$ cat config.mk
export PLATFORM = sky130hd
export DESIGN_NAME = fhp_regs
export DESIGN_NICKNAME = d
export VERILOG_FILES = /design/src/rtl/core/assert_macros.svh /design/src/rtl/core/fhp_pkg.sv /design/src/rtl/core/fhp_regs.sv
export SDC_FILE = /design/constraint.sdc
export NUM_CORES = 1
export LEC_CHECK = 0
export BUFFER_PORTS_ARGS = -buffer_cell sky130_fd_sc_hd__buf_2
export CORE_MARGIN = 1
export CORE_UTILIZATION = 39
export CTS_BUF_LIST = sky130_fd_sc_hd__clkbuf_4
export DETAILED_ROUTE_END_ITERATION = 16
export PLACE_DENSITY = 0.65
export SETUP_SLACK_MARGIN = 0.3
export SYNTH_ARGS = -nofsm -noshare
export SYNTH_HDL_FRONTEND = slang
export SYNTH_SLANG_ARGS = --single-unit
$ cat constraint.sdc
create_clock -name clk -period 3.5 [get_ports clk]
set_input_delay 0.7 -clock clk [delete_from_list [all_inputs] [get_ports clk]]
set_output_delay 0.7 -clock clk [all_outputs]
set_load 0.01 [all_outputs]
$ cat src/rtl/core/assert_macros.svh
// Assertion macros for the RTL; the controller (fhp_ctrl) includes them.
`ifndef ASSERT_MACROS_SVH
`define ASSERT_MACROS_SVH
// Same-cycle implication, checked on every rising clock edge out of reset.
`define CHK_IMPL(lbl, clk, rst, ante, cons) \
  lbl: assert property (@(posedge clk) disable iff (rst) (ante) |-> (cons)) \
    else $error("implication check failed");
// Next-cycle implication.
`define CHK_NEXT(lbl, clk, rst, ante, cons) \
  lbl: assert property (@(posedge clk) disable iff (rst) (ante) |=> (cons)) \
    else $error("next-cycle check failed");
`endif

$ cat src/rtl/core/fhp_pkg.sv
// Package: types, constants and the CORDIC arctangent table for the proximity check.
`timescale 1ns / 1ps
package fhp_pkg;

  localparam int MAX_CIRCLES_DEF  = 4;
  localparam int CORDIC_STEPS_DEF = 16;
  localparam int STEP_W           = 5;   // iteration index, steps up to 24
  localparam int CIRC_W           = 2;   // four circle registers
  localparam int CW               = 40;  // CORDIC x/y and position width
  localparam int ZW               = 34;  // CORDIC angle accumulator
  localparam int PW               = 72;  // multiplier product
  localparam int RW               = 42;  // distance minus radius
  localparam int ADDR_W           = 6;
  localparam int DATA_W           = 64;

  localparam logic [31:0] GAIN_Q30 = 32'd652032874;
  localparam logic signed [23:0] CLR_MAX = 24'sh7FFFFF;
  localparam logic signed [23:0] CLR_MIN = -24'sh800000;

  localparam logic [2:0] REG_COUNT = 3'd0;
  localparam logic [2:0] REG_SCALE = 3'd1;
  localparam logic [2:0] REG_CIRA  = 3'd2;
  localparam logic [2:0] REG_CIRB  = 3'd3;
  localparam logic [2:0] REG_CIRC  = 3'd4;
  localparam logic [2:0] REG_CIRD  = 3'd5;
  localparam logic [2:0] REG_HRAD  = 3'd6;
  localparam logic [2:0] REG_FLOOR = 3'd7;

  typedef struct packed {
    logic signed [15:0] robot_x;
    logic signed [15:0] robot_y;
    logic [15:0]        robot_heading;
    logic signed [15:0] human_x;
    logic signed [15:0] human_y;
    logic [15:0]        human_heading;
    logic               last_human;
  } in_item_t;

  typedef struct packed {
    logic               collides;
    logic               any_collision;
    logic signed [23:0] min_clearance;
    logic               set_done;
  } out_item_t;

  typedef struct packed {
    logic [2:0]       circle_count;
    logic [15:0]      footprint_scale;
    logic [3:0][47:0] circle;
    logic [15:0]      human_radius;
    logic [15:0]      contraction_floor;
  } cfg_t;

  typedef enum logic [1:0] {COR_ROT, COR_POL, COR_SIN} cor_sel_t;
  typedef enum logic [2:0] {MUL_XG, MUL_YG, MUL_PX, MUL_PY, MUL_MAG} mul_sel_t;

  typedef struct packed {
    logic              load_item;
    logic              cor_load;
    cor_sel_t          cor_sel;
    logic              cor_step;
    logic              cor_polar;
    logic [STEP_W-1:0] idx;
    logic              mul_en;
    logic [1:0]        mul_ph;
    mul_sel_t          mul_sel;
    logic              reach_load;
    logic              con_load;
    logic              hc_load;
    logic              cmp;
    logic [CIRC_W-1:0] circ;
    logic              finish;
  } cmd_t;

  // atan(2^-i) in 2^32 units per turn
  function automatic logic [31:0] atan_turn(input logic [STEP_W-1:0] i);
    logic [31:0] r;
    case (i)
      5'd0:  r = 32'd536870912;
      5'd1:  r = 32'd316933406;
      5'd2:  r = 32'd167458907;
      5'd3:  r = 32'd85004756;
      5'd4:  r = 32'd42667331;
      5'd5:  r = 32'd21354465;
      5'd6:  r = 32'd10679838;
      5'd7:  r = 32'd5340245;
      5'd8:  r = 32'd2670163;
      5'd9:  r = 32'd1335087;
      5'd10: r = 32'd667544;
      5'd11: r = 32'd333772;
      5'd12: r = 32'd166886;
      5'd13: r = 32'd83443;
      5'd14: r = 32'd41722;
      5'd15: r = 32'd20861;
      5'd16: r = 32'd10430;
      5'd17: r = 32'd5215;
      5'd18: r = 32'd2608;
      5'd19: r = 32'd1304;
      5'd20: r = 32'd652;
      5'd21: r = 32'd326;
      5'd22: r = 32'd163;
      5'd23: r = 32'd81;
      default: r = 32'd0;
    endcase
    return r;
  endfunction

endpackage

$ cat src/rtl/core/fhp_regs.sv
// Configuration register file behind the APB-style port.
`timescale 1ns / 1ps
module fhp_regs (
  input  logic                          clk,
  input  logic                          rst,
  input  logic                          psel,
  input  logic                          penable,
  input  logic                          pwrite,
  input  logic [fhp_pkg::ADDR_W-1:0]    paddr,
  input  logic [fhp_pkg::DATA_W-1:0]    pwdata,
  output logic [fhp_pkg::DATA_W-1:0]    prdata,
  output logic                          pready,
  output fhp_pkg::cfg_t                 cfg
);

  logic [2:0] ridx;
  logic       wr;

  assign ridx   = paddr[5:3];
  assign wr     = psel && penable && pwrite;
  assign pready = 1'b1;

  always_ff @(posedge clk) begin
    if (rst) begin
      cfg.circle_count      <= 3'd1;
      cfg.footprint_scale   <= 16'd256;
      cfg.circle[0]         <= 48'd256;
      cfg.circle[1]         <= 48'd0;
      cfg.circle[2]         <= 48'd0;
      cfg.circle[3]         <= 48'd0;
      cfg.human_radius      <= 16'd128;
      cfg.contraction_floor <= 16'd6554;
    end else if (wr) begin
      case (ridx)
        fhp_pkg::REG_COUNT: cfg.circle_count      <= pwdata[2:0];
        fhp_pkg::REG_SCALE: cfg.footprint_scale   <= pwdata[15:0];
        fhp_pkg::REG_CIRA:  cfg.circle[0]         <= pwdata[47:0];
        fhp_pkg::REG_CIRB:  cfg.circle[1]         <= pwdata[47:0];
        fhp_pkg::REG_CIRC:  cfg.circle[2]         <= pwdata[47:0];
        fhp_pkg::REG_CIRD:  cfg.circle[3]         <= pwdata[47:0];
        fhp_pkg::REG_HRAD:  cfg.human_radius      <= pwdata[15:0];
        fhp_pkg::REG_FLOOR: cfg.contraction_floor <= pwdata[15:0];
        default: ;
      endcase
    end
  end

  always_comb begin
    case (ridx)
      fhp_pkg::REG_COUNT: prdata = {61'd0, cfg.circle_count};
      fhp_pkg::REG_SCALE: prdata = {48'd0, cfg.footprint_scale};
      fhp_pkg::REG_CIRA:  prdata = {16'd0, cfg.circle[0]};
      fhp_pkg::REG_CIRB:  prdata = {16'd0, cfg.circle[1]};
      fhp_pkg::REG_CIRC:  prdata = {16'd0, cfg.circle[2]};
      fhp_pkg::REG_CIRD:  prdata = {16'd0, cfg.circle[3]};
      fhp_pkg::REG_HRAD:  prdata = {48'd0, cfg.human_radius};
      fhp_pkg::REG_FLOOR: prdata = {48'd0, cfg.contraction_floor};
      default:            prdata = '0;
    endcase
  end

endmodule

After elaboration in Yosys (flattened, before gate mapping)
Index checks and enable logic that the tools add are counted.
Operators by class
  equality and inequality tests: 7
  mux-type cells: 1
  reduce and logical (&&, ||, !) cells: 11
Operators by type and width (number)
  64-bit one-hot mux with 8 select lines: 1
  2-bit AND reduction: 8
  3-bit equality test (second input constant): 4
  3-bit by 2-bit equality test with 1-bit output (second input constant): 2
  3-bit by 1-bit equality test with 1-bit output (second input constant): 1
  3-bit logical NOT: 1
  1-bit logical AND: 2
Storage, ports and cells
  register bits: 243
  input port bits: 75
  output and inout bits: 308
  word-level logic and storage cells: 27

Longest topological paths before layout
  depth after elaboration: 3
  depth in mapped cells: 8
  mapped depth without buffers: 4

Least setup slack after synthesis
Ideal clock, no wire load.
  path type: input -> output
  start point: in paddr[3] (netlist name)
  end point: out prdata[11] (netlist name)
  arrival: 1.751 ns
  data required time: 2.800 ns
  setup slack: 1.049 ns
  cell stages on the path: 5
  buffers on the path: 2
  cell sequence: buf_6 buf_8 mux2_4 a22o_1 a221o_1
On the way
  cells in the longest elaborated chain, start to end: 2
  elaborated cells between the ends (all ways): 9
  those cells by class: eq/ne: 7; mux: 1; reduce/logical: 1
RTL lines
  start, declared: line fhp_regs.sv:9  | input logic [fhp_pkg::ADDR_W-1:0] paddr,
  3-bit equality test (tied with other cells): line fhp_regs.sv:49  | case (ridx)
  64-bit one-hot mux with 8 select lines (*): line fhp_regs.sv:49
  end, declared: line fhp_regs.sv:11  | output logic [fhp_pkg::DATA_W-1:0] prdata,
Mark *: on every way between the ends. The rest lies on a longest branch, timed or not. The select of a mux whose other input is x is not followed.

Worst setup path in the final report
  start point: in paddr[3] (netlist name)
  end point: out prdata[15] (netlist name)
Same word-level chain as after synthesis.

==> Implementation_results.wiki <==
{| class="wikitable"
! Metric !! Value
|-
| First-pass iteration count of the detailed router || 6
|-
| Largest registers || cfg x243
|-
| Highest-count cells in the layout ignoring fill and taps || sky130_fd_sc_hd__nand2_1, sky130_fd_sc_hd__buf_2, sky130_fd_sc_hd__dfxtp_1, sky130_fd_sc_hd__a21oi_1, sky130_fd_sc_hd__clkbuf_4
|-
| RSZ-0062 raised after global routing || no
|-
| Post-synth cell types || 45
|-
| Transition time at the pin with the least slew margin || 0.976 ns
|-
| Clock-pin slew reported for the worst setup and hold paths after clock tree synthesis || 0.06 ns
|-
| Count of hold buffers inserted by post-cts repair || 0
|-
| Wire length on met2 || 17,900 um
|-
| Ports placed on the boundary || 383
|-
| Gate Count Post-Synth || 1,326
|-
| Post-route setup slack || 0.492 ns
|-
| Fill cells || 2,640
|-
| Number of flip-flops in the largest register || 243
|-
| Cell row count || 60
|-
| Type of the worst setup path || in2out
|-
| Area share of xor/xnor cells in the synthesized design || 0
|-
| Number of levels in the clock H-tree || 3
|-
| Pin count of the biggest net entering global routing || 91
|-
| Biggest area contributors in the synthesized netlist || sky130_fd_sc_hd__dfxtp_1, sky130_fd_sc_hd__nand2_1, sky130_fd_sc_hd__a21oi_1
|-
| Worst Path Buf+Inv || 3
|-
| Worst min path class || in2reg
|-
| Die width || 168 um
|-
| Pins Over Slew Limit || 0
|-
| Kind of cell with the highest combined delay on the critical path || buffers and inverters
|-
| Buffers added on ports || 346
|-
| Synthesized area divided by synthesized cell count || 8.07 um^2
|-
| Data arrival time of the worst path || 2.31 ns
|-
| Final Cycle Share || 0.859
|-
| Post-layout net count || 1,733
|-
| Setup TNS Final || 0 ns
|-
| Vias per cell || 5.33
|-
| Areal power density over the cells || 437 nW/um^2
|-
| Max-cap viol count || 0
|-
| Hold Fails Final Rpt || 0
|-
| Highest signal layer in the routed design || met4
|-
| Relative max-transition margin || 0.349
|-
| Commonest non-fill, non-tap cell in the layout || sky130_fd_sc_hd__nand2_1
|-
| Combined area of the multi-input logic cells || 5120 um^2
|-
| Static power due to leakage || 5.81 nW
|-
| Max Buffers Root-to-Sink || 3
|-
| Time the worst path needs with I/O delays and setup || 3.01 ns
|-
| Vias in the first global route || 9,932
|-
| Outcome || complete, no violations
|-
| Detailed-placement wirelength estimate || 24,100 um
|-
| Number of setup violations in the final report || 0
|-
| Top-area cell type share of the netlist area || 0.455
|-
| Global-route wire length before repair || 57,000 um
|-
| Register name with the most flops || cfg
|-
| Maximum net fanout on the critical path || 33
|-
| Count of synthesis-stage warnings from yosys || 0
|-
| Delay of the slowest critical-path stage || 0.35 ns
|-
| Routed wire length || 37,700 um
|-
| Ordered cell list for the critical path || buf_6 > buf_4 > mux2_4 > a221oi_1 > a21oi_1 > buf_2
|-
| Proportion of layout cells with a drive suffix above 1 || 0.308
|-
| Number of enable flip-flop cells after synthesis || 0
|-
| Cts bufs inserted || 69
|-
| Post-cts resize count || 0
|-
| Die area || 28,100 um^2
|-
| GRT Total Usage || 0.259
|-
| Count of antenna-violating nets left after detailed routing || 0
|-
| Area growth syn-to-layout || 24.8%
|-
| Floorplan Core Area || 27,000 um^2
|-
| Die Height || 168 um
|-
| Proportion of synthesized area in mux cells || 0.0978
|-
| Root buffer selected by CTS || sky130_fd_sc_hd__clkbuf_4
|-
| Sequential cell area || 4860 um^2
|-
| Fraction of synthesis flops using an asynchronous set or reset pin || 0
|-
| Compound-cell area share of the yosys netlist || 0.161
|-
| Post-Place Worst Slack || 0.503 ns
|-
| Synthesized cell area || 10,700 um^2
|-
| #FFs+latches synth || 243
|-
| DRC Markers || 0
|-
| Number of DRC markers after the initial detailed-route iteration || 863
|-
| Final weighted congestion in routability-driven placement || 0.854
|-
| Adder and majority cell fraction of the synthesized area || 0
|-
| Worst Setup End Kind || primary output
|-
| Worst Path Required || 2.80 ns
|-
| Clk_skew || 0 ns
|-
| Total number of vias || 10,900
|-
| Sequential share of the synthesized area || 0.455
|-
| GRT overflow || 0
|-
| Worst-case vdd ir drop || 205 uV
|-
| Initial Utilization || 0.397
|-
| Main synth FF type || sky130_fd_sc_hd__dfxtp_1
|-
| Clock insertion delay at the later pin of the skew report || 0.65 ns
|-
| Simple-Gate Fraction of Synth Area || 0.211
|-
| Number of buffers inserted by post-CTS setup repair || 0
|-
| Slowest stage cell, crit path || sky130_fd_sc_hd__buf_6
|-
| Sum of routed wire segments on met1 || 16,000 um
|-
| TritonCTS clock tree || done
|-
| Startpoint kind of the worst setup timing path || input pin
|-
| Clk sinks || 243
|-
| Met3 Routed Length || 2760 um
|-
| Fmax || 332 MHz
|-
| Initial antenna violation count || 3
|-
| Wire length per cell || 18.4 um
|-
| Main combinational cell family by area after synthesis || simple AND/OR/NAND/NOR gates
|-
| Cell type with the largest total area after synthesis || sky130_fd_sc_hd__dfxtp_1
|}
==> stage by stage <==
step / power [mW] / util / hold slack (ns) / area, um^2 / cells
global placement: 3.26 / 0.463 / 0.454 / 12500 / 1928
global route: 6.09 / 0.495 / 0.252 / 13300 / 2048
finish: 5.83 / 0.495 / 0.313 / 13300 / 2048
floorplan: 3.11 / - / 0.488 / 10800 / 1341
CTS: 5.90 / 0.495 / 0.236 / 13300 / 2045
detailed placement: 3.27 / 0.463 / 0.459 / 12500 / 1928
==> report_power, final <==
part           total, mW  internal [mW]  switching [mW]
clock network       2.62           1.41            1.21
logic              0.404          0.131           0.273
registers           2.80           2.79          0.0171
==> Yosys cell counts (all sizes together), types with 2 or more instances <==
| library cell | count |
|---|---|
| clkbuf | 39 |
| a211o | 2 |
| buf | 87 |
| nand2b | 5 |
| nor3b | 5 |
| mux2 | 17 |
| mux4 | 6 |
| a22oi | 7 |
| nand2 | 496 |
| mux2i | 70 |
| and2b | 3 |
| nand3b | 11 |
| o221ai | 6 |
| o22ai | 32 |
| a22o | 10 |
| nor3 | 3 |
| conb | 2 |
| inv | 7 |
| nand3 | 5 |
| nor2 | 8 |
| o21ai | 4 |
| nor2b | 2 |
| a221oi | 7 |
| a21oi | 240 |
| dfxtp | 243 |
| a31oi | 3 |
==> kinds of logic (layout without fill, tap and decap cells) <==
group	after synthesis	in the layout
multiplexers	93	93
AO/OA/AOI/OAI	312	312
other	2	20
AND/OR/NAND/NOR	543	543
buffers and inverters	133	496
flip-flops	243	243
==> cell type report <==
cell class              instances  area share
multi-input cells             965       0.383
flip-flops and latches        243       0.364
repair buffers                372       0.153
clock buffers                 103      0.0579
well taps                     341      0.0320
clock inverters                14     0.00694
inverters                       7     0.00197
diodes                          3    0.000562
==> final timing paths <==
kind                              start                     to  slack (ns)  depth (start not counted)
setup / recovery               paddr[3]             prdata[15]        0.49                          6
hold / removal               pwdata[19]  cfg[147]$_SDFFE_PP0P_        0.31                          3
setup reg to reg   cfg[75]$_SDFFE_PP0P_   cfg[75]$_SDFFE_PP0P_        2.82                          2
hold reg to reg   cfg[193]$_SDFFE_PP0P_  cfg[193]$_SDFFE_PP0P_        0.47                          2
==> tightest hold or removal path: cells and delay by family <==
kind	cells	cell delay [ns]
buffers and inverters	1	0.12
and+or+nand+nor	1	0.05
AOI/OAI and AO/OA	1	0.05
==> routing by layer <==
metal,up-vias,global-route usage
li1,5128,-
met3,78,0.0496
met4,0,0.106
met1,5180,0.336
met5,-,0
met2,530,0.422
Note: power is estimated with default switching activity, not from simulation.
