File: src/rtl/core/assert_macros.svh
// Assertion macros for the RTL; the controller (fhp_ctrl) includes them.
`ifndef ASSERT_MACROS_SVH
`define ASSERT_MACROS_SVH
// Same-cycle implication, checked on every rising clock edge out of reset.
`define CHK_IMPL(lbl, clk, rst, ante, cons) \
  lbl: assert property (@(posedge clk) disable iff (rst) (ante) |-> (cons)) \
    else $error("implication check failed");
// Next-cycle implication.
`define CHK_NEXT(lbl, clk, rst, ante, cons) \
  lbl: assert property (@(posedge clk) disable iff (rst) (ante) |=> (cons)) \
    else $error("next-cycle check failed");
`endif

File: src/rtl/core/fhp_pkg.sv
// Package: types, constants and the CORDIC arctangent table for the proximity check.
`timescale 1ns / 1ps
package fhp_pkg;

  localparam int MAX_CIRCLES_DEF  = 4;
  localparam int CORDIC_STEPS_DEF = 16;
  localparam int STEP_W           = 5;   // iteration index, steps up to 24
  localparam int CIRC_W           = 2;   // four circle registers
  localparam int CW               = 40;  // CORDIC x/y and position width
  localparam int ZW               = 34;  // CORDIC angle accumulator
  localparam int PW               = 72;  // multiplier product
  localparam int RW               = 42;  // distance minus radius
  localparam int ADDR_W           = 6;
  localparam int DATA_W           = 64;

  localparam logic [31:0] GAIN_Q30 = 32'd652032874;
  localparam logic signed [23:0] CLR_MAX = 24'sh7FFFFF;
  localparam logic signed [23:0] CLR_MIN = -24'sh800000;

  localparam logic [2:0] REG_COUNT = 3'd0;
  localparam logic [2:0] REG_SCALE = 3'd1;
  localparam logic [2:0] REG_CIRA  = 3'd2;
  localparam logic [2:0] REG_CIRB  = 3'd3;
  localparam logic [2:0] REG_CIRC  = 3'd4;
  localparam logic [2:0] REG_CIRD  = 3'd5;
  localparam logic [2:0] REG_HRAD  = 3'd6;
  localparam logic [2:0] REG_FLOOR = 3'd7;

  typedef struct packed {
    logic signed [15:0] robot_x;
    logic signed [15:0] robot_y;
    logic [15:0]        robot_heading;
    logic signed [15:0] human_x;
    logic signed [15:0] human_y;
    logic [15:0]        human_heading;
    logic               last_human;
  } in_item_t;

  typedef struct packed {
    logic               collides;
    logic               any_collision;
    logic signed [23:0] min_clearance;
    logic               set_done;
  } out_item_t;

  typedef struct packed {
    logic [2:0]       circle_count;
    logic [15:0]      footprint_scale;
    logic [3:0][47:0] circle;
    logic [15:0]      human_radius;
    logic [15:0]      contraction_floor;
  } cfg_t;

  typedef enum logic [1:0] {COR_ROT, COR_POL, COR_SIN} cor_sel_t;
  typedef enum logic [2:0] {MUL_XG, MUL_YG, MUL_PX, MUL_PY, MUL_MAG} mul_sel_t;

  typedef struct packed {
    logic              load_item;
    logic              cor_load;
    cor_sel_t          cor_sel;
    logic              cor_step;
    logic              cor_polar;
    logic [STEP_W-1:0] idx;
    logic              mul_en;
    logic [1:0]        mul_ph;
    mul_sel_t          mul_sel;
    logic              reach_load;
    logic              con_load;
    logic              hc_load;
    logic              cmp;
    logic [CIRC_W-1:0] circ;
    logic              finish;
  } cmd_t;

  // atan(2^-i) in 2^32 units per turn
  function automatic logic [31:0] atan_turn(input logic [STEP_W-1:0] i);
    logic [31:0] r;
    case (i)
      5'd0:  r = 32'd536870912;
      5'd1:  r = 32'd316933406;
      5'd2:  r = 32'd167458907;
      5'd3:  r = 32'd85004756;
      5'd4:  r = 32'd42667331;
      5'd5:  r = 32'd21354465;
      5'd6:  r = 32'd10679838;
      5'd7:  r = 32'd5340245;
      5'd8:  r = 32'd2670163;
      5'd9:  r = 32'd1335087;
      5'd10: r = 32'd667544;
      5'd11: r = 32'd333772;
      5'd12: r = 32'd166886;
      5'd13: r = 32'd83443;
      5'd14: r = 32'd41722;
      5'd15: r = 32'd20861;
      5'd16: r = 32'd10430;
      5'd17: r = 32'd5215;
      5'd18: r = 32'd2608;
      5'd19: r = 32'd1304;
      5'd20: r = 32'd652;
      5'd21: r = 32'd326;
      5'd22: r = 32'd163;
      5'd23: r = 32'd81;
      default: r = 32'd0;
    endcase
    return r;
  endfunction

endpackage

File: src/rtl/core/fhp_ctrl.sv
// Controller: sequences rotation, polar, sine and compare per footprint circle.
`timescale 1ns / 1ps
`include "assert_macros.svh"
module fhp_ctrl #(
  parameter int MAX_CIRCLES  = fhp_pkg::MAX_CIRCLES_DEF,
  parameter int CORDIC_STEPS = fhp_pkg::CORDIC_STEPS_DEF
) (
  input  logic          clk,
  input  logic          rst,
  input  logic          in_valid,
  output logic          in_ready,
  output logic          out_valid,
  input  logic          out_ready,
  input  logic [2:0]    circle_count,
  output fhp_pkg::cmd_t cmd
);

  typedef enum logic [3:0] {
    S_IDLE, S_ROT_LD, S_ROT, S_MUL, S_POL_LD, S_POL,
    S_SIN_LD, S_SIN, S_CON, S_HC, S_CMP, S_DONE
  } state_t;

  state_t                     state;
  logic [fhp_pkg::STEP_W-1:0] idx;
  logic [1:0]                 ph;
  fhp_pkg::mul_sel_t          msel;
  logic [fhp_pkg::CIRC_W-1:0] circ;

  logic [2:0] cnt_eff;
  logic       last_circ, last_step, slot_free;

  always_comb begin
    cnt_eff = circle_count;
    if (cnt_eff == 3'd0)
      cnt_eff = 3'd1;
    if (cnt_eff > 3'(MAX_CIRCLES))
      cnt_eff = 3'(MAX_CIRCLES);
  end

  assign last_circ = ({1'b0, circ} == (cnt_eff - 3'd1));
  assign last_step = (idx == fhp_pkg::STEP_W'(CORDIC_STEPS - 1));
  assign slot_free = !out_valid || out_ready;
  assign in_ready  = (state == S_IDLE);

  always_ff @(posedge clk) begin
    if (rst) begin
      state     <= S_IDLE;
      idx       <= '0;
      ph        <= '0;
      msel      <= fhp_pkg::MUL_XG;
      circ      <= '0;
      out_valid <= 1'b0;
    end else begin
      if (state == S_DONE && slot_free)
        out_valid <= 1'b1;
      else if (out_ready)
        out_valid <= 1'b0;
      case (state)
        S_IDLE: begin
          if (in_valid) begin
            circ  <= '0;
            state <= S_ROT_LD;
          end
        end
        S_ROT_LD: begin
          idx   <= '0;
          state <= S_ROT;
        end
        S_ROT: begin
          idx <= idx + 1'b1;
          if (last_step) begin
            msel  <= fhp_pkg::MUL_XG;
            ph    <= '0;
            state <= S_MUL;
          end
        end
        S_MUL: begin
          ph <= ph + 1'b1;
          if (ph == 2'd3) begin
            case (msel)
              fhp_pkg::MUL_XG: msel <= fhp_pkg::MUL_YG;
              fhp_pkg::MUL_YG: msel <= fhp_pkg::MUL_PX;
              fhp_pkg::MUL_PX: msel <= fhp_pkg::MUL_PY;
              fhp_pkg::MUL_PY: state <= S_POL_LD;
              default:         state <= S_SIN_LD;
            endcase
          end
        end
        S_POL_LD: begin
          idx   <= '0;
          state <= S_POL;
        end
        S_POL: begin
          idx <= idx + 1'b1;
          if (last_step) begin
            msel  <= fhp_pkg::MUL_MAG;
            ph    <= '0;
            state <= S_MUL;
          end
        end
        S_SIN_LD: begin
          idx   <= '0;
          state <= S_SIN;
        end
        S_SIN: begin
          idx <= idx + 1'b1;
          if (last_step)
            state <= S_CON;
        end
        S_CON: state <= S_HC;
        S_HC:  state <= S_CMP;
        S_CMP: begin
          if (last_circ) begin
            state <= S_DONE;
          end else begin
            circ  <= circ + 1'b1;
            state <= S_ROT_LD;
          end
        end
        S_DONE: begin
          if (slot_free)
            state <= S_IDLE;
        end
        default: state <= S_IDLE;
      endcase
    end
  end

  always_comb begin
    cmd            = '0;
    cmd.idx        = idx;
    cmd.circ       = circ;
    cmd.mul_ph     = ph;
    cmd.mul_sel    = msel;
    cmd.cor_sel    = fhp_pkg::COR_ROT;
    cmd.load_item  = (state == S_IDLE) && in_valid;
    case (state)
      S_ROT_LD: cmd.cor_load = 1'b1;
      S_ROT:    cmd.cor_step = 1'b1;
      S_MUL:    cmd.mul_en   = 1'b1;
      S_POL_LD: begin
        cmd.cor_load = 1'b1;
        cmd.cor_sel  = fhp_pkg::COR_POL;
      end
      S_POL: begin
        cmd.cor_step  = 1'b1;
        cmd.cor_polar = 1'b1;
      end
      S_SIN_LD: begin
        cmd.cor_load   = 1'b1;
        cmd.cor_sel    = fhp_pkg::COR_SIN;
        cmd.reach_load = 1'b1;
      end
      S_SIN:  cmd.cor_step = 1'b1;
      S_CON:  cmd.con_load = 1'b1;
      S_HC:   cmd.hc_load  = 1'b1;
      S_CMP:  cmd.cmp      = 1'b1;
      S_DONE: cmd.finish   = slot_free;
      default: ;
    endcase
  end

  `CHK_NEXT(a_accept_starts, clk, rst, in_valid && in_ready, state == S_ROT_LD)
  `CHK_IMPL(a_finish_slot, clk, rst, cmd.finish, !out_valid || out_ready)
  `CHK_NEXT(a_finish_shows, clk, rst, cmd.finish, out_valid)
  `CHK_NEXT(a_mag_to_sine, clk, rst, state == S_MUL && ph == 2'd3 && msel == fhp_pkg::MUL_MAG, state == S_SIN_LD)

endmodule
File: config.mk
export PLATFORM = sky130hd
export DESIGN_NAME = fhp_ctrl
export DESIGN_NICKNAME = d
export VERILOG_FILES = /design/src/rtl/core/fhp_pkg.sv /design/src/rtl/core/fhp_ctrl.sv
export VERILOG_INCLUDE_DIRS = /design/src /design/src/rtl/core
export SDC_FILE = /design/constraint.sdc
export NUM_CORES = 1
export LEC_CHECK = 0
export ABC_CLOCK_PERIOD_IN_PS = 5500
export BUFFER_PORTS_ARGS = -buffer_cell sky130_fd_sc_hd__buf_2
export CAP_MARGIN = 5
export CORE_ASPECT_RATIO = 0.6
export CORE_MARGIN = 3
export CORE_UTILIZATION = 30
export CTS_BUF_LIST = sky130_fd_sc_hd__clkbuf_4 sky130_fd_sc_hd__clkbuf_8
export CTS_CLUSTER_SIZE = 40
export DETAILED_ROUTE_END_ITERATION = 16
export GPL_ROUTABILITY_DRIVEN = 0
export PLACE_DENSITY_LB_ADDON = 0.08
export RECOVER_POWER = 100
export SETUP_SLACK_MARGIN = 0.1
export SKIP_CTS_REPAIR_TIMING = 1
export SYNTH_ARGS = -nofsm -noshare
export SYNTH_HDL_FRONTEND = slang
export SYNTH_SLANG_ARGS = --single-unit
File: constraint.sdc
create_clock -name clk -period 5.5 [get_ports clk]
set_input_delay 0.55 -clock clk [delete_from_list [all_inputs] [get_ports clk]]
set_output_delay 0.55 -clock clk [all_outputs]
set_load 0.01 [all_outputs]
Word level (Yosys, flattened, before mapping)
Index checks and enable logic that the tools add are counted.

Register bits after elaboration: 17. Output and inout bits: 26. Logic and storage cells: 91. Input bits: 7.

Reduce and logical (&&, ||, !) cells: 20. $lt $le $gt $ge: 1. $add $sub $neg: 4. Eq/ne operators: 27. Multiplexer cells: 33.

Operators by type and width (count): 4-bit one-hot mux with 11 select lines (1); 4-bit two-way mux (6); 3-bit one-hot mux with 3 select lines (2); 4-bit by 3-bit == test with 1-bit output (second input constant) (4); 4-bit == test (second input constant) (4); 2-bit inequality test (second input constant) (8); 3-bit two-way mux (5); 2-bit one-hot mux with 2 select lines (3); 1-bit two-way mux (11); 5-bit one-hot mux with 2 select lines (1); 3-bit OR reduction (3); 4-bit by 2-bit == test with 1-bit output (second input constant) (2); 4-bit one-hot mux with 2 select lines (1); 2-bit nonzero test (4); 3-bit by 2-bit == test with 1-bit output (second input constant) (2); 3-bit zero test (2); 2-bit two-way mux (3); 6-bit AND reduction (1); 5-bit by 1-bit adder with 5-bit output (second input constant) (1); 5-bit by 4-bit == test with 1-bit output (second input constant) (1); 5-bit AND reduction (1); 2-bit by 1-bit adder with 2-bit output (second input constant) (2); 4-bit by 1-bit == test with 1-bit output (second input constant) (1); 4-bit zero test (1); other kinds (14) (15).

Logic depth before layout (Yosys ltp)
Depth after elaboration: 8. Gate-level depth with buffers: 8. Depth with buffers taken out: 8.

Worst setup path before layout
No wires, ideal clock.

Kind: input to register. Start point: input port circle_count[1]. End point: register circ[1] (netlist name). Arrival: 2.101 ns. Library setup time: 0.074 ns. Slack: 3.324 ns. Cell stages on the path: 8. Required time: 5.426 ns. Buffers on the path: 0. Path through: nor2b_1 -> or2_2 -> ha_1 -> xnor2_1 -> nor2_1 -> o21a_1 -> a2111o_1 -> a31oi_1.

Word-level cells in the longest chain between the ends: 8.

RTL lines: start: declaration (line fhp_ctrl.sv:14) `input logic [2:0] circle_count,`; 3-bit zero test (line fhp_ctrl.sv:34) `if (cnt_eff == 3'd0)`; 3-bit two-way mux * (line fhp_ctrl.sv:34); 3-bit greater-than comparator (line fhp_ctrl.sv:36) `if (cnt_eff > 3'(MAX_CIRCLES))`; 3-bit two-way mux * (line fhp_ctrl.sv:36); 3-bit by 1-bit subtractor with 3-bit output * (line fhp_ctrl.sv:40) `assign last_circ = ({1'b0, circ} == (cnt_eff - 3'd1));`; 2-bit by 3-bit == test with 1-bit output * (line fhp_ctrl.sv:40); 2-bit inequality test (no line) *; 3-bit AND reduction (no line) *; end signal: assignment (line fhp_ctrl.sv:116) `circ <= circ + 1'b1;`; end: declaration (line fhp_ctrl.sv:27) `logic [fhp_pkg::CIRC_W-1:0] circ;`.

Every way passes the cells marked *; elsewhere a longest branch is shown, timed or not. A chain may end at the register's enable or synchronous reset.

==> impl_metrics.env <==
export IMPL_outcome="finished clean"
export IMPL_fmax_ghz=0.3430
export IMPL_period_needed_ns=2.916
export IMPL_synth_seq_area_share_pct=28.36
export IMPL_place_hpwl_mm=2.335
export IMPL_rsz0062_at_grt="false"
export IMPL_layout_common_cells="clkbuf_1, dfxtp_1, nor2_1"
export IMPL_port_buffers=32
export IMPL_power_mw=0.4620
export IMPL_slowest_stage="dfxtp_1"
export IMPL_vias_per_cell=5.238
export IMPL_cp_required_ns=4.95
export IMPL_avgSynthCellArea_sq_um=8.053
export IMPL_synth_edff_count=0
export IMPL_drt_initial_drc_count=88
export IMPL_syn_cell_area_sq_um=1200
export IMPL_dpl_cell_area_sq_um=1364
export IMPL_netlist_instances=149
export IMPL_postRouteAntennaNets=0
export IMPL_max_cap_violations=0
export IMPL_synth_nets=160
export IMPL_post_route_util_pct=35.36
export IMPL_num_io_pins=33
export IMPL_finClkSkew_ns=0.005200
export IMPL_cts_tree="yes"
export IMPL_grt_pass1_vias=973
export IMPL_vias=1168
export IMPL_max_stage_delay_ns=0.73
export IMPL_finalSetupViolations=0
export IMPL_dieArea_sq_um=4820
export IMPL_ir_drop_mv=0.1277
export IMPL_grt_max_degree=21
export IMPL_cp_end_kind="primary output"
export IMPL_clockBufferDepth=2
export IMPL_wl_per_cell_um=13.93
export IMPL_finalCritPeriodShare_pct=53.01
export IMPL_synth_seq_cells=17
export IMPL_numCtsBuffers=3
export IMPL_diodes=0
export IMPL_yosys_area_share_simple_pct=34.41
export IMPL_ys_types=50
export IMPL_dr_pass1_iters=4
export IMPL_leakage_nw=0.4951
export IMPL_synth_compound_area_share_pct=23.04
export IMPL_area_growth_synth_to_final_pct=10.95
export IMPL_layout_commonest_cell="clkbuf_1"
export IMPL_die_h_um=54.99
export IMPL_slew_headroom_pct=48.44
export IMPL_initial_utilization_pct=31.87
export IMPL_synth_adder_area_share_pct=4.171
export IMPL_cts_clk_slew_worst_paths_ns=0.08
export IMPL_synth_mux_area_share_pct=1.773
export IMPL_fin_area_sq_um=1331
export IMPL_synthArstFlopShare_pct=0
export IMPL_synth_top_flop_cell="dfxtp_1"
export IMPL_fin_nets=188
export IMPL_die_width_um=87.65
export IMPL_fin_cells=223
export IMPL_hold_violations=0
export IMPL_root_buffer="clkbuf_8"
export IMPL_antenna_found_initial=0
export IMPL_power_density_nw_per_um2=347.0
export IMPL_fp_row_count=17
export IMPL_tns_ns=0
export IMPL_cp_start_kind="register"
export IMPL_critPathMaxFanout=20
export IMPL_synth_xor_area_share_pct=1.460
export IMPL_core_sq_um=3765
export IMPL_finalMaxSlewViolations=0
export IMPL_path_class="register to primary output"
export IMPL_clock_sinks=17
export IMPL_clock_latency_ns=0.26
export IMPL_overflow=0
export IMPL_cp_arrival_ns=2.37
export IMPL_route_detailed_drc=0
export IMPL_htreeDepth=1
export IMPL_worstMarginPinSlew_ns=0.7734
export IMPL_grt_pass1_wl_mm=4.954
export IMPL_dp_cells=219
export IMPL_routed_wl_mm=3.107
export IMPL_drive_above_1_share_pct=11.93
export IMPL_synth_top_family_by_area="simple AND/OR/NAND/NOR gates"
export IMPL_hold_path_class="register to register"
export IMPL_cp_cell_sequence="and2b_1 -> a22oi_1 -> clkinv_1 -> clkbuf_1"
export IMPL_grt_usage_pct=13.50
export IMPL_yosys_warnings=0
[per-layer routing]
| metal | GRT usage, % | wire, um |
|---|---|---|
| met5 | 0 | 0 |
| met4 | 1.531 | 10 |
| met3 | 5.030 | 259 |
| met2 | 18.75 | 1229 |
| met1 | 20.00 | 1606 |
[worst max-delay path: cells and delay by family, from the launching register on]
| family | cells | cell delay, ns |
|---|---|---|
| buf+inv | 2 | 0.49 |
| compound gates | 1 | 0.60 |
| flops | 1 | 0.73 |
| simple gates | 1 | 0.28 |
[flip-flops by register name, indices dropped and copies added, names as in the netlist]
name,cells
out_valid,1
idx,5
ph,2
circ,2
state,4
msel,3
[stage by stage]
stage / hold WS [ns] / setup WS, ns
final: 0.4981 / 2.584
after global routing: 0.5315 / 2.381
after CTS: 0.4993 / 2.984
after detailed placement: 0.4886 / 3.126
after global placement: 0.4769 / 3.171
after floorplan: 0.5091 / 3.324
[cell families after synthesis]
kind of cell / count (synthesis)
buf+inv: 16
fa+ha+maj: 4
flops: 17
compound gates: 39
simple gates: 69
mux: 2
xor+xnor: 2
[worst paths after layout]
check | startpoint | endpoint | slack, ns | depth (start not counted)
setup reg to reg | state[0] | state[1] | 2.96 | 5
setup / recovery | state[0] | cmd[19] | 2.58 | 4
hold reg to reg | ph[1] | ph[1] | 0.50 | 2
hold / removal | ph[1] | ph[1] | 0.50 | 2
[area by class of cell]
class	count	area [sq um]
clock buffers	3	41.29
multi-input cells	116	729.5
inverters	7	26.28
flip-flops and latches	17	340.3
repair buffers	32	130.1
fillers	417	2434
clock inverters	1	5.005
well taps	47	58.81
[report_power, final]
part	switching, mW	total [mW]	internal (mW)
Sequential	0.0412	0.177	0.136
Combinational	0.112	0.187	0.0744
Clock	0.0480	0.0983	0.0504
Total	0.201	0.462	0.260
[Yosys cell counts (2+ instances only)]
master | instances | area, sq um
nor2b_1 | 4 | 25.02
nor3_1 | 6 | 30.03
nand4b_1 | 2 | 17.52
ha_1 | 4 | 50.05
a31oi_1 | 3 | 18.77
nand3_1 | 5 | 25.02
nand2b_1 | 7 | 43.79
o21ai_1 | 4 | 20.02
a21oi_1 | 13 | 65.06
or3_1 | 2 | 12.51
o21a_1 | 2 | 15.01
buf_2 | 2 | 10.01
inv_1 | 5 | 18.77
a211oi_1 | 3 | 22.52
o211ai_1 | 2 | 15.01
nand3b_1 | 2 | 15.01
nand2_1 | 10 | 37.54
and3b_1 | 3 | 26.28
buf_4 | 3 | 22.52
nand2_2 | 2 | 12.51
o21ai_0 | 4 | 20.02
inv_2 | 2 | 7.510
dfxtp_1 | 17 | 340.3
nor2_1 | 15 | 56.30
clkbuf_1 | 2 | 7.510
Note: power is estimated with default switching activity, not from simulation.
